### src/rtl/core/pidstep_pkg.sv
package pidstep_pkg;

  // Kinds of request on the input channel.
  typedef enum logic [1:0] {
    KIND_SAMPLE = 2'd0,
    KIND_AUTO   = 2'd1,
    KIND_MANUAL = 2'd2,
    KIND_RESET  = 2'd3
  } kind_t;

  // Configuration register indexes.
  typedef enum logic [2:0] {
    CFG_PROP_GAIN   = 3'd0,
    CFG_INTEG_GAIN  = 3'd1,
    CFG_DERIV_GAIN  = 3'd2,
    CFG_PROP_ON_ERR = 3'd3,
    CFG_REVERSE     = 3'd4,
    CFG_OUT_MIN     = 3'd5,
    CFG_OUT_MAX     = 3'd6
  } cfg_idx_t;

  localparam int unsigned GainW  = 24;
  localparam int unsigned DataW  = 32;
  localparam int unsigned DiffW  = DataW + 1;
  localparam int unsigned ProdW  = 42;
  localparam int unsigned SumW   = 44;
  localparam logic signed [DataW-1:0] OutMaxReset = 32'sh00FF_0000;

  typedef struct packed {
    kind_t                   kind;
    logic signed [DataW-1:0] measured;
    logic signed [DataW-1:0] setpoint;
    logic signed [DataW-1:0] manual_output;
  } in_item_t;

  typedef struct packed {
    logic signed [DataW-1:0] drive;
    logic                    computed;
  } out_item_t;

  typedef struct packed {
    logic [GainW-1:0]        prop_gain;
    logic [GainW-1:0]        integral_gain;
    logic [GainW-1:0]        deriv_gain;
    logic                    proportional_on_error;
    logic                    reverse_acting;
    logic signed [DataW-1:0] out_min;
    logic signed [DataW-1:0] out_max;
  } cfg_t;

  typedef struct packed {
    logic signed [DataW-1:0] accumulator;
    logic signed [DataW-1:0] previous_measured;
    logic                    automatic_mode;
    logic signed [DataW-1:0] held_drive;
  } state_t;

endpackage

### src/rtl/core/pidstep_cfg_regs.sv
module pidstep_cfg_regs
  import pidstep_pkg::*;
(
  input  logic             clk,
  input  logic             rst_n,
  input  logic             cfg_valid,
  input  logic [2:0]       cfg_index,
  input  logic [DataW-1:0] cfg_wdata,
  output cfg_t             cfg
);

  cfg_t cfg_r;
  cfg_t cfg_nxt;

  // Decode a write request onto the addressed register; other indexes are ignored.
  always_comb begin
    cfg_nxt = cfg_r;
    if (cfg_valid) begin
      case (cfg_index)
        CFG_PROP_GAIN:   cfg_nxt.prop_gain = cfg_wdata[GainW-1:0];
        CFG_INTEG_GAIN:  cfg_nxt.integral_gain = cfg_wdata[GainW-1:0];
        CFG_DERIV_GAIN:  cfg_nxt.deriv_gain = cfg_wdata[GainW-1:0];
        CFG_PROP_ON_ERR: cfg_nxt.proportional_on_error = cfg_wdata[0];
        CFG_REVERSE:     cfg_nxt.reverse_acting = cfg_wdata[0];
        CFG_OUT_MIN:     cfg_nxt.out_min = $signed(cfg_wdata);
        CFG_OUT_MAX:     cfg_nxt.out_max = $signed(cfg_wdata);
        default:         cfg_nxt = cfg_r;
      endcase
    end
  end

  always_ff @(posedge clk) begin
    if (!rst_n) begin
      cfg_r.prop_gain             <= '0;
      cfg_r.integral_gain         <= '0;
      cfg_r.deriv_gain            <= '0;
      cfg_r.proportional_on_error <= 1'b1;
      cfg_r.reverse_acting        <= 1'b0;
      cfg_r.out_min               <= '0;
      cfg_r.out_max               <= OutMaxReset;
    end else begin
      cfg_r <= cfg_nxt;
    end
  end

  assign cfg = cfg_r;

endmodule

### config.mk
export PLATFORM = sky130hd
export DESIGN_NAME = pidstep_cfg_regs
export DESIGN_NICKNAME = d
export VERILOG_FILES = /design/src/rtl/core/pidstep_pkg.sv /design/src/rtl/core/pidstep_cfg_regs.sv
export SDC_FILE = /design/constraint.sdc
export NUM_CORES = 1
export LEC_CHECK = 0
export ABC_AREA = 1
export BUFFER_PORTS_ARGS = -buffer_cell sky130_fd_sc_hd__buf_2
export CAP_MARGIN = 25
export CORE_ASPECT_RATIO = 1.2
export CORE_MARGIN = 10
export CORE_UTILIZATION = 55
export CTS_CLUSTER_SIZE = 28
export DETAILED_ROUTE_END_ITERATION = 7
export PLACE_DENSITY = 0.93
export SYNTH_ARGS = -nofsm -noshare
export SYNTH_HDL_FRONTEND = slang
export SYNTH_SLANG_ARGS = --single-unit
export TNS_END_PERCENT = 10
### constraint.sdc
create_clock -name clk -period 2.52 [get_ports clk]
set_input_delay 0.126 -clock clk [delete_from_list [all_inputs] [get_ports clk]]
set_output_delay 0.126 -clock clk [all_outputs]
set_load 0.05 [all_outputs]
After elaboration in Yosys (flattened, before gate mapping)
Cells that the tools add are included.
{ "op_classes": {"eq_ne": 6, "reduce_logical": 8} }
{ "op_table": {"columns": ["op", "count"], "rows": [
  ["AND reduction 2 bit", 7],
  ["equality test 3 bit (second input constant)", 3],
  ["equality test 3 x 2 -> 1 bit (second input constant)", 2],
  ["equality test 3 x 1 -> 1 bit (second input constant)", 1],
  ["logical NOT 3 bit", 1]
]} }
{ "word_totals": {"reg_bits": 138, "word_cells": 21} }

Logic depth before layout (Yosys ltp)
Gate-level depths: netlist of the first run.
{ "logic_depth": {"ltp_word": 2, "depth_mapped": 7, "ltp_nobuf": 5} }

Worst setup path before layout of the first run
No wires, ideal clock.
{ "synth_timing": {"path_kind": "input port to flip-flop", "start": "in cfg_index[2]", "end": "reg cfg_r, in the netlist cfg[103]", "arrival_time_ns": 0.867, "required_time_ns": 2.456, "setup_slack_ns": 1.589, "stages": 6, "n_path_buf": 1, "cell_sequence": "inv_1 > nand2_1 > nor2_4 > buf_2 > nor2_1 > nor2_1"} }
{ "synth_via": {"elab_chain_cells": 2} }
{ "synth_rtl": {"columns": ["element", "line_no", "rtl"], "rows": [
  ["from (decl)", "pidstep_cfg_regs.sv:7", "input logic [2:0] cfg_index,"],
  ["equality test 3 x 1 -> 1 bit", "pidstep_cfg_regs.sv:19", "case (cfg_index)"],
  ["AND reduction 2 bit (no source line)", null, null],
  ["to (signal assigned)", "pidstep_cfg_regs.sv:42", "cfg_r <= cfg_nxt;"],
  ["to (decl)", "pidstep_cfg_regs.sv:12", "cfg_t cfg_r;"]
]} }
Every way passes these cells.
A chain may end at the register's enable or synchronous reset.

Worst setup path after layout of the first run
{ "layout_timing": {"start": "reg cfg_r, in the netlist cfg[94]", "end": "out cfg[94] in the netlist's numbering"} }
{ "layout_rtl": {"columns": ["element", "line_no", "rtl"], "rows": [
  ["to (decl)", "pidstep_cfg_regs.sv:9", "output cfg_t cfg"]
]} }
No word-level cell between the ends.

==> impl_metrics.json, run 1 <==
{
  "outcome": "completed",
  "largest_reg_flops": 138,
  "grt_pass1_wl_um": 27600,
  "multi_input_area_sq_um": 2330,
  "setup.worst_path.start": "cfg[94]",
  "antenna_found_initial": 0,
  "yosysUniqueCellTypes": 13,
  "syn_area_sq_um": 5500,
  "p_sw_w": 0.00155,
  "yosysSeqAreaShare_pct": 50.2,
  "crit_chain": "buf_2",
  "drv_cap": 0,
  "setup_tns_ns": 0,
  "gp_congestion": 0.913,
  "ys_ff_latch": 138,
  "grt_util_all_layers_pct": 23.7,
  "die_h_um": 130,
  "drive_gt1_share_pct": 23.9,
  "p_per_area_nw_per_um2": 809,
  "worst_clock_skew_ns": 0,
  "start_util_pct": 57.0,
  "critical_path.max_fanout": 2,
  "cts_tree": "yes",
  "whs_ns": 0.0475,
  "crit_required_ns": 2.39,
  "p_leak_nw": 3.58,
  "clkLatencyLatePin_ns": 0.41,
  "relSlewSlack_pct": 51.3,
  "slowest_delay_ns": 0.35,
  "ir_drop_mv": 0.582,
  "synth.avg_cell_area_sq_um": 6.98,
  "r2r-start": "cfg[96]",
  "synth_edf_count": 0,
  "dp_hpwl_um": 11900,
  "cts_buffer_depth": 2,
  "synth_ff_type": "dfxtp_1",
  "hold_viol_final": 0,
  "synthArstFlopShare_pct": 0,
  "vias_per_cell": 5.23,
  "tightest_slew_ns": 0.730,
  "port_buffers": 175,
  "holdCritPathClass": "in2reg",
  "fin_crit_sh_pct": 47.1,
  "core_sq_um": 9660,
  "p_comb_share_pct": 13.4,
  "ys_warn_count": 0,
  "numCtsBuffers": 17,
  "crit_path_top_delay_cell": "dfxtp_1",
  "power.internal_w": 0.00421,
  "die-area_sq_um": 14400,
  "cts_setup_buffers": 0,
  "dieWidth_um": 111,
  "grt-ovfl-total": 0,
  "diodes": 0,
  "synth_most_common_cell": "nor2_1",
  "yosys.area.top_type": "dfxtp_1",
  "synthTopCellsByArea": "dfxtp_1 50%, nor2_1 18%, nand3_1 13%",
  "grt_start_max_net_pins": 73,
  "drt-initial-drc-count": 434,
  "row_count": 39,
  "drc": 0,
  "dr.pass1.iters": 5,
  "setup_viol": 0,
  "startpoint_type": "flip-flop",
  "regArea_sq_um": 2760,
  "fmax_ghz": 0.843,
  "clock_sinks": 138,
  "path_class": "reg2out",
  "h-tree-depth": 4,
  "io_pins": 176,
  "syn_inst": 788,
  "fillers": 743,
  "postRouteAntennaNets": 0,
  "routed_wl_um": 17700,
  "drv_slew": 0,
  "cts_root_buf": "clkbuf_16",
  "synthToLayoutAreaGrowth_pct": 29.3,
  "cp-end-kind": "output pin",
  "synth_top_area_share_pct": 50.2,
  "worst_ep_arrival_time_ns": 1.06,
  "finalCriticalPeriod_ns": 1.19,
  "p_clk_share_pct": 46.7,
  "synth_common_cells": "259 x nor2_1, 153 x nand2_1, 138 x dfxtp_1, 138 x nand3_1, 34 x inv_1",
  "clk_pin_slew_worst_paths_ns": 0.06,
  "grt_pass1_vias": 5375,
  "switching_share_pct": 26.9,
  "min_from": "cfg_wdata[27]",
  "p_seq_share_pct": 39.9,
  "cp_top_family": "flip-flops",
  "synth.net_count": 826,
  "wl_per_cell_um": 16.3,
  "vias": 5683,
  "crit_buf_inv": 1,
  "rsz0062_at_grt": "false",
  "nNetsFinal": 988
}
==> power by group through the flow <==
stage	sequential, W	combinational (W)	clock [W]
2_1_floorplan	0.00261	0.000290	0
3_3_place_gp	0.00234	0.000741	0
3_5_place_dp	0.00234	0.000751	0
4_1_cts	0.00230	0.000767	0.00271
5_1_grt	0.00231	0.000827	0.00281
6_report	0.00230	0.000770	0.00269
==> timing repair <==
action | 4_1_cts | 5_1_grt
hold buffers | 9 | 0
resized for setup | 0 | 0
endpoints found under the setup margin | 0 | 0
endpoints found under the hold margin | 9 | 0
==> metal layers <==
metal / routed length [um] / up-vias / track usage, %
met5: 0 / - / 0
met3: 1770 / 54 / 9.19
li1: - / 2772 / -
met1: 6470 / 2560 / 25.1
met2: 8720 / 297 / 39.8
met4: 714 / 0 / 13.7
==> final timing paths <==
kind              cells past startpoint      end  slack (ns)
hold reg to reg                       2  cfg[21]        0.46
hold / removal                        5  cfg[59]        0.05
setup / recovery                      1  cfg[94]        1.33
setup reg to reg                      2  cfg[96]        1.89
==> per-stage QoR <==
stage	power (W)	setup slack [ns]	utilization [%]	cells	area, sq um
finish	0.00576	1.33	73.6	1086	7120
global route	0.00594	1.22	73.6	1086	7120
CTS	0.00578	1.33	73.6	1086	7120
detailed placement	0.00309	0.972	66.0	1045	6380
global placement	0.00308	1.00	66.0	1045	6380
floorplan	0.00290	1.59	-	788	5500
==> layout make-up <==
class | instances | area share (%)
sequential | 138 | 38.8
multi-input combinational | 560 | 32.7
timing repair buffer | 196 | 15.2
clock buffer | 22 | 6.80
clock inverter | 10 | 2.29
tap | 123 | 2.16
inverter | 37 | 1.95
==> kinds of logic (layout without fill, tap and decap cells) <==
group | Yosys count | count (layout) | synth area share [%]
AOI/OAI and AO/OA | 2 | 2 | 0.182
buffers and inverters | 90 | 265 | 7.78
DFF | 138 | 138 | 50.2
and+or+nand+nor | 558 | 558 | 41.8
==> cells in the final DEF (no fill, tap or decap) <==
cell type | Yosys | routed
clkbuf_16 | 0 | 17
buf_12 | 0 | 2
buf_2 | 24 | 174
nor2_4 | 3 | 6
clkbuf_8 | 0 | 4
inv_1 | 34 | 34
inv_2 | 3 | 3
buf_4 | 16 | 11
nor2_2 | 5 | 3
bufinv_16 | 0 | 4
clkinv_2 | 0 | 2
nor2_1 | 259 | 258
clkinvlp_4 | 0 | 2
o21ai_0 | 1 | 1
inv_6 | 0 | 1
clkinv_4 | 0 | 1
nand3_1 | 138 | 138
dfxtp_1 | 138 | 138
nand2_1 | 153 | 153
a21oi_1 | 1 | 1
clkbuf_1 | 13 | 1
dlygate4sd3_1 | 0 | 9
(Power assumes the default switching activity.)
==> run 2, diff against run 1 <==
- CORE_UTILIZATION: 55 -> 51
- PLACE_DENSITY: 0.93 -> 0.88
- clock period: 2.52 -> 1.18 ns (I/O delays scaled with it)
==> run 2 against run 1 <==
- the run now ends with negative hold slack left
- via count grew 1.7%
- worst hold slack lost 0.087 ns
- register-to-register slack lost 1.4 ns
- critical path type unchanged
==> impl_metrics.json, run 2 (synthesis gave the netlist of run 1 again) <==
{
  "whs_ns": -0.0396,
  "gp_congestion": 0.822,
  "violations": "negative hold slack",
  "row_count": 41,
  "met2_usage_pct": 39.6,
  "drv_cap": 0,
  "start_util_pct": 52.3,
  "numCtsBuffers": 17,
  "clock_sinks": 138,
  "top_usage_layer": "met2",
  "power.internal_w": 0.00843,
  "layout_commonest_cell": "nor2_1",
  "vias": 5780,
  "crit_path_top_delay_cell": "dfxtp_1",
  "met3_usage_pct": 8.26,
  "nNetsFinal": 1006,
  "clk_pin_slew_worst_paths_ns": 0.06,
  "setup_tns_ns": 0,
  "finalCriticalPeriod_ns": 1.12,
  "cts_resized": 0,
  "layout_common_cells": "258 x nor2_1, 174 x buf_2, 153 x nand2_1",
  "use_met1_pct": 23.7,
  "fmax_ghz": 0.895,
  "core_sq_um": 10500,
  "p_comb_share_pct": 14.7,
  "holdCritPathClass": "in2reg",
  "postRouteAntennaNets": 0,
  "drt-initial-drc-count": 564,
  "dieWidth_um": 115,
  "worst_clock_skew_ns": 0,
  "finalPower_w": 0.0118,
  "crit_required_ns": 1.12,
  "slowest_delay_ns": 0.36,
  "die-area_sq_um": 15400,
  "drv_slew": 0,
  "cp-end-kind": "output pin",
  "cts_root_buf": "clkbuf_16",
  "cts_buffer_depth": 2,
  "grt_pass1_wl_um": 28400,
  "switching_share_pct": 28.3,
  "dp_hpwl_um": 12200,
  "p_sw_w": 0.00333,
  "final_util_pct": 69.8,
  "wl_per_cell_um": 16.3,
  "startpoint_type": "flip-flop",
  "die_h_um": 134,
  "outcome": "complete, but fails checks",
  "grt_start_max_net_pins": 73,
  "port_buffers": 175,
  "synthToLayoutAreaGrowth_pct": 33.4,
  "antenna_found_initial": 1,
  "p_seq_share_pct": 41.8,
  "setup_viol": 0,
  "h-tree-depth": 4,
  "clkLatencyLatePin_ns": 0.41,
  "tightest_slew_ns": 0.355,
  "crit_buf_inv": 1,
  "cts_tree": "yes",
  "worst_ep_arrival_time_ns": 1.06,
  "ir_drop_mv": 0.927,
  "relSlewSlack_pct": 76.2,
  "grt_util_all_layers_pct": 23.0,
  "grt_pass1_vias": 5616,
  "critical_path.max_fanout": 2,
  "fin_crit_sh_pct": 94.7,
  "drive_gt1_share_pct": 24.3,
  "largest_reg_flops": 138,
  "p_clk_share_pct": 43.5,
  "grt-ovfl-total": 0,
  "crit_chain": "buf_2",
  "diodes": 0,
  "io_pins": 176,
  "dr.pass1.iters": 5,
  "vias_per_cell": 5.21,
  "p_leak_nw": 3.66,
  "routed_wl_um": 18100,
  "hold_viol_final": 1,
  "path_class": "reg2out",
  "rsz0062_at_grt": "false",
  "cp_top_family": "flip-flops",
  "drc": 0,
  "p_per_area_nw_per_um2": 1600
}
-- run 2: cell count changes in the layout (fill, tap and decap cells not counted), moves of 2 or more --
cell	change
clkbuf_8	-3
dlygate4sd3_1	+10
bufinv_16	-2
buf_4	-3
buf_12	+11
clkinvlp_4	+2
clkinv_2	+4
-- run 2: path summary, 6_finish.rpt --
kind,from,to,slack [ns],depth (start not counted)
worst max-delay path,cfg[89],cfg[89],0.06,1
worst min register to register,cfg[22],cfg[22],0.46,2
worst max register to register,cfg[57],cfg[57],0.53,2
worst min-delay path,rst_n,cfg[63],-0.04,3
-- run 2: routing by layer --
layer  up-vias  part of all wire (%)
met1      2643                    37
met4         2                   3.6
met3        54                   9.7
met2       276                    50
li1       2805                     -
met5         -                 0.039
-- run 2: worst reg2reg max path, cell delays in order, from the launching register on --
cell     delay, ns
dfxtp_1       0.32
nor2_1        0.15
nor2_1        0.08
-- run 2: final cells by class --
type,count,area (sq um)
repair buffers,214,1380
clock inverters,13,129
inverters,37,139
clock buffers,18,439
multi-input cells,560,2330
flip-flops and latches,138,2760
fillers,857,3170
well taps,129,161
-- run 2: per-stage QoR --
step | cell area (sq um) | std cells | hold slack (ns) | setup slack (ns)
final | 7340 | 1109 | -0.0396 | 0.0629
after global routing | 7340 | 1109 | 0.0312 | 0.0347
after CTS | 7350 | 1110 | 0.0487 | 0.0329
after detailed placement | 6580 | 1059 | 0.295 | 0.118
after global placement | 6580 | 1059 | 0.282 | 0.161
after floorplan | 5500 | 788 | 0.185 | 0.278
-- run 2: repair_timing --
item,CTS,global route
hold buffers,20,0
setup endpoints to repair,0,1
endpoints found under the hold margin,27,0
setup buffers,0,0
-- run 2: power by group through the flow --
stage	logic (W)	clock network, W	registers (W)
6_report	0.00173	0.00511	0.00491
4_1_cts	0.00173	0.00514	0.00491
3_3_place_gp	0.00164	0	0.00500
2_1_floorplan	0.000619	0	0.00557
5_1_grt	0.00186	0.00532	0.00493
3_5_place_dp	0.00167	0	0.00501
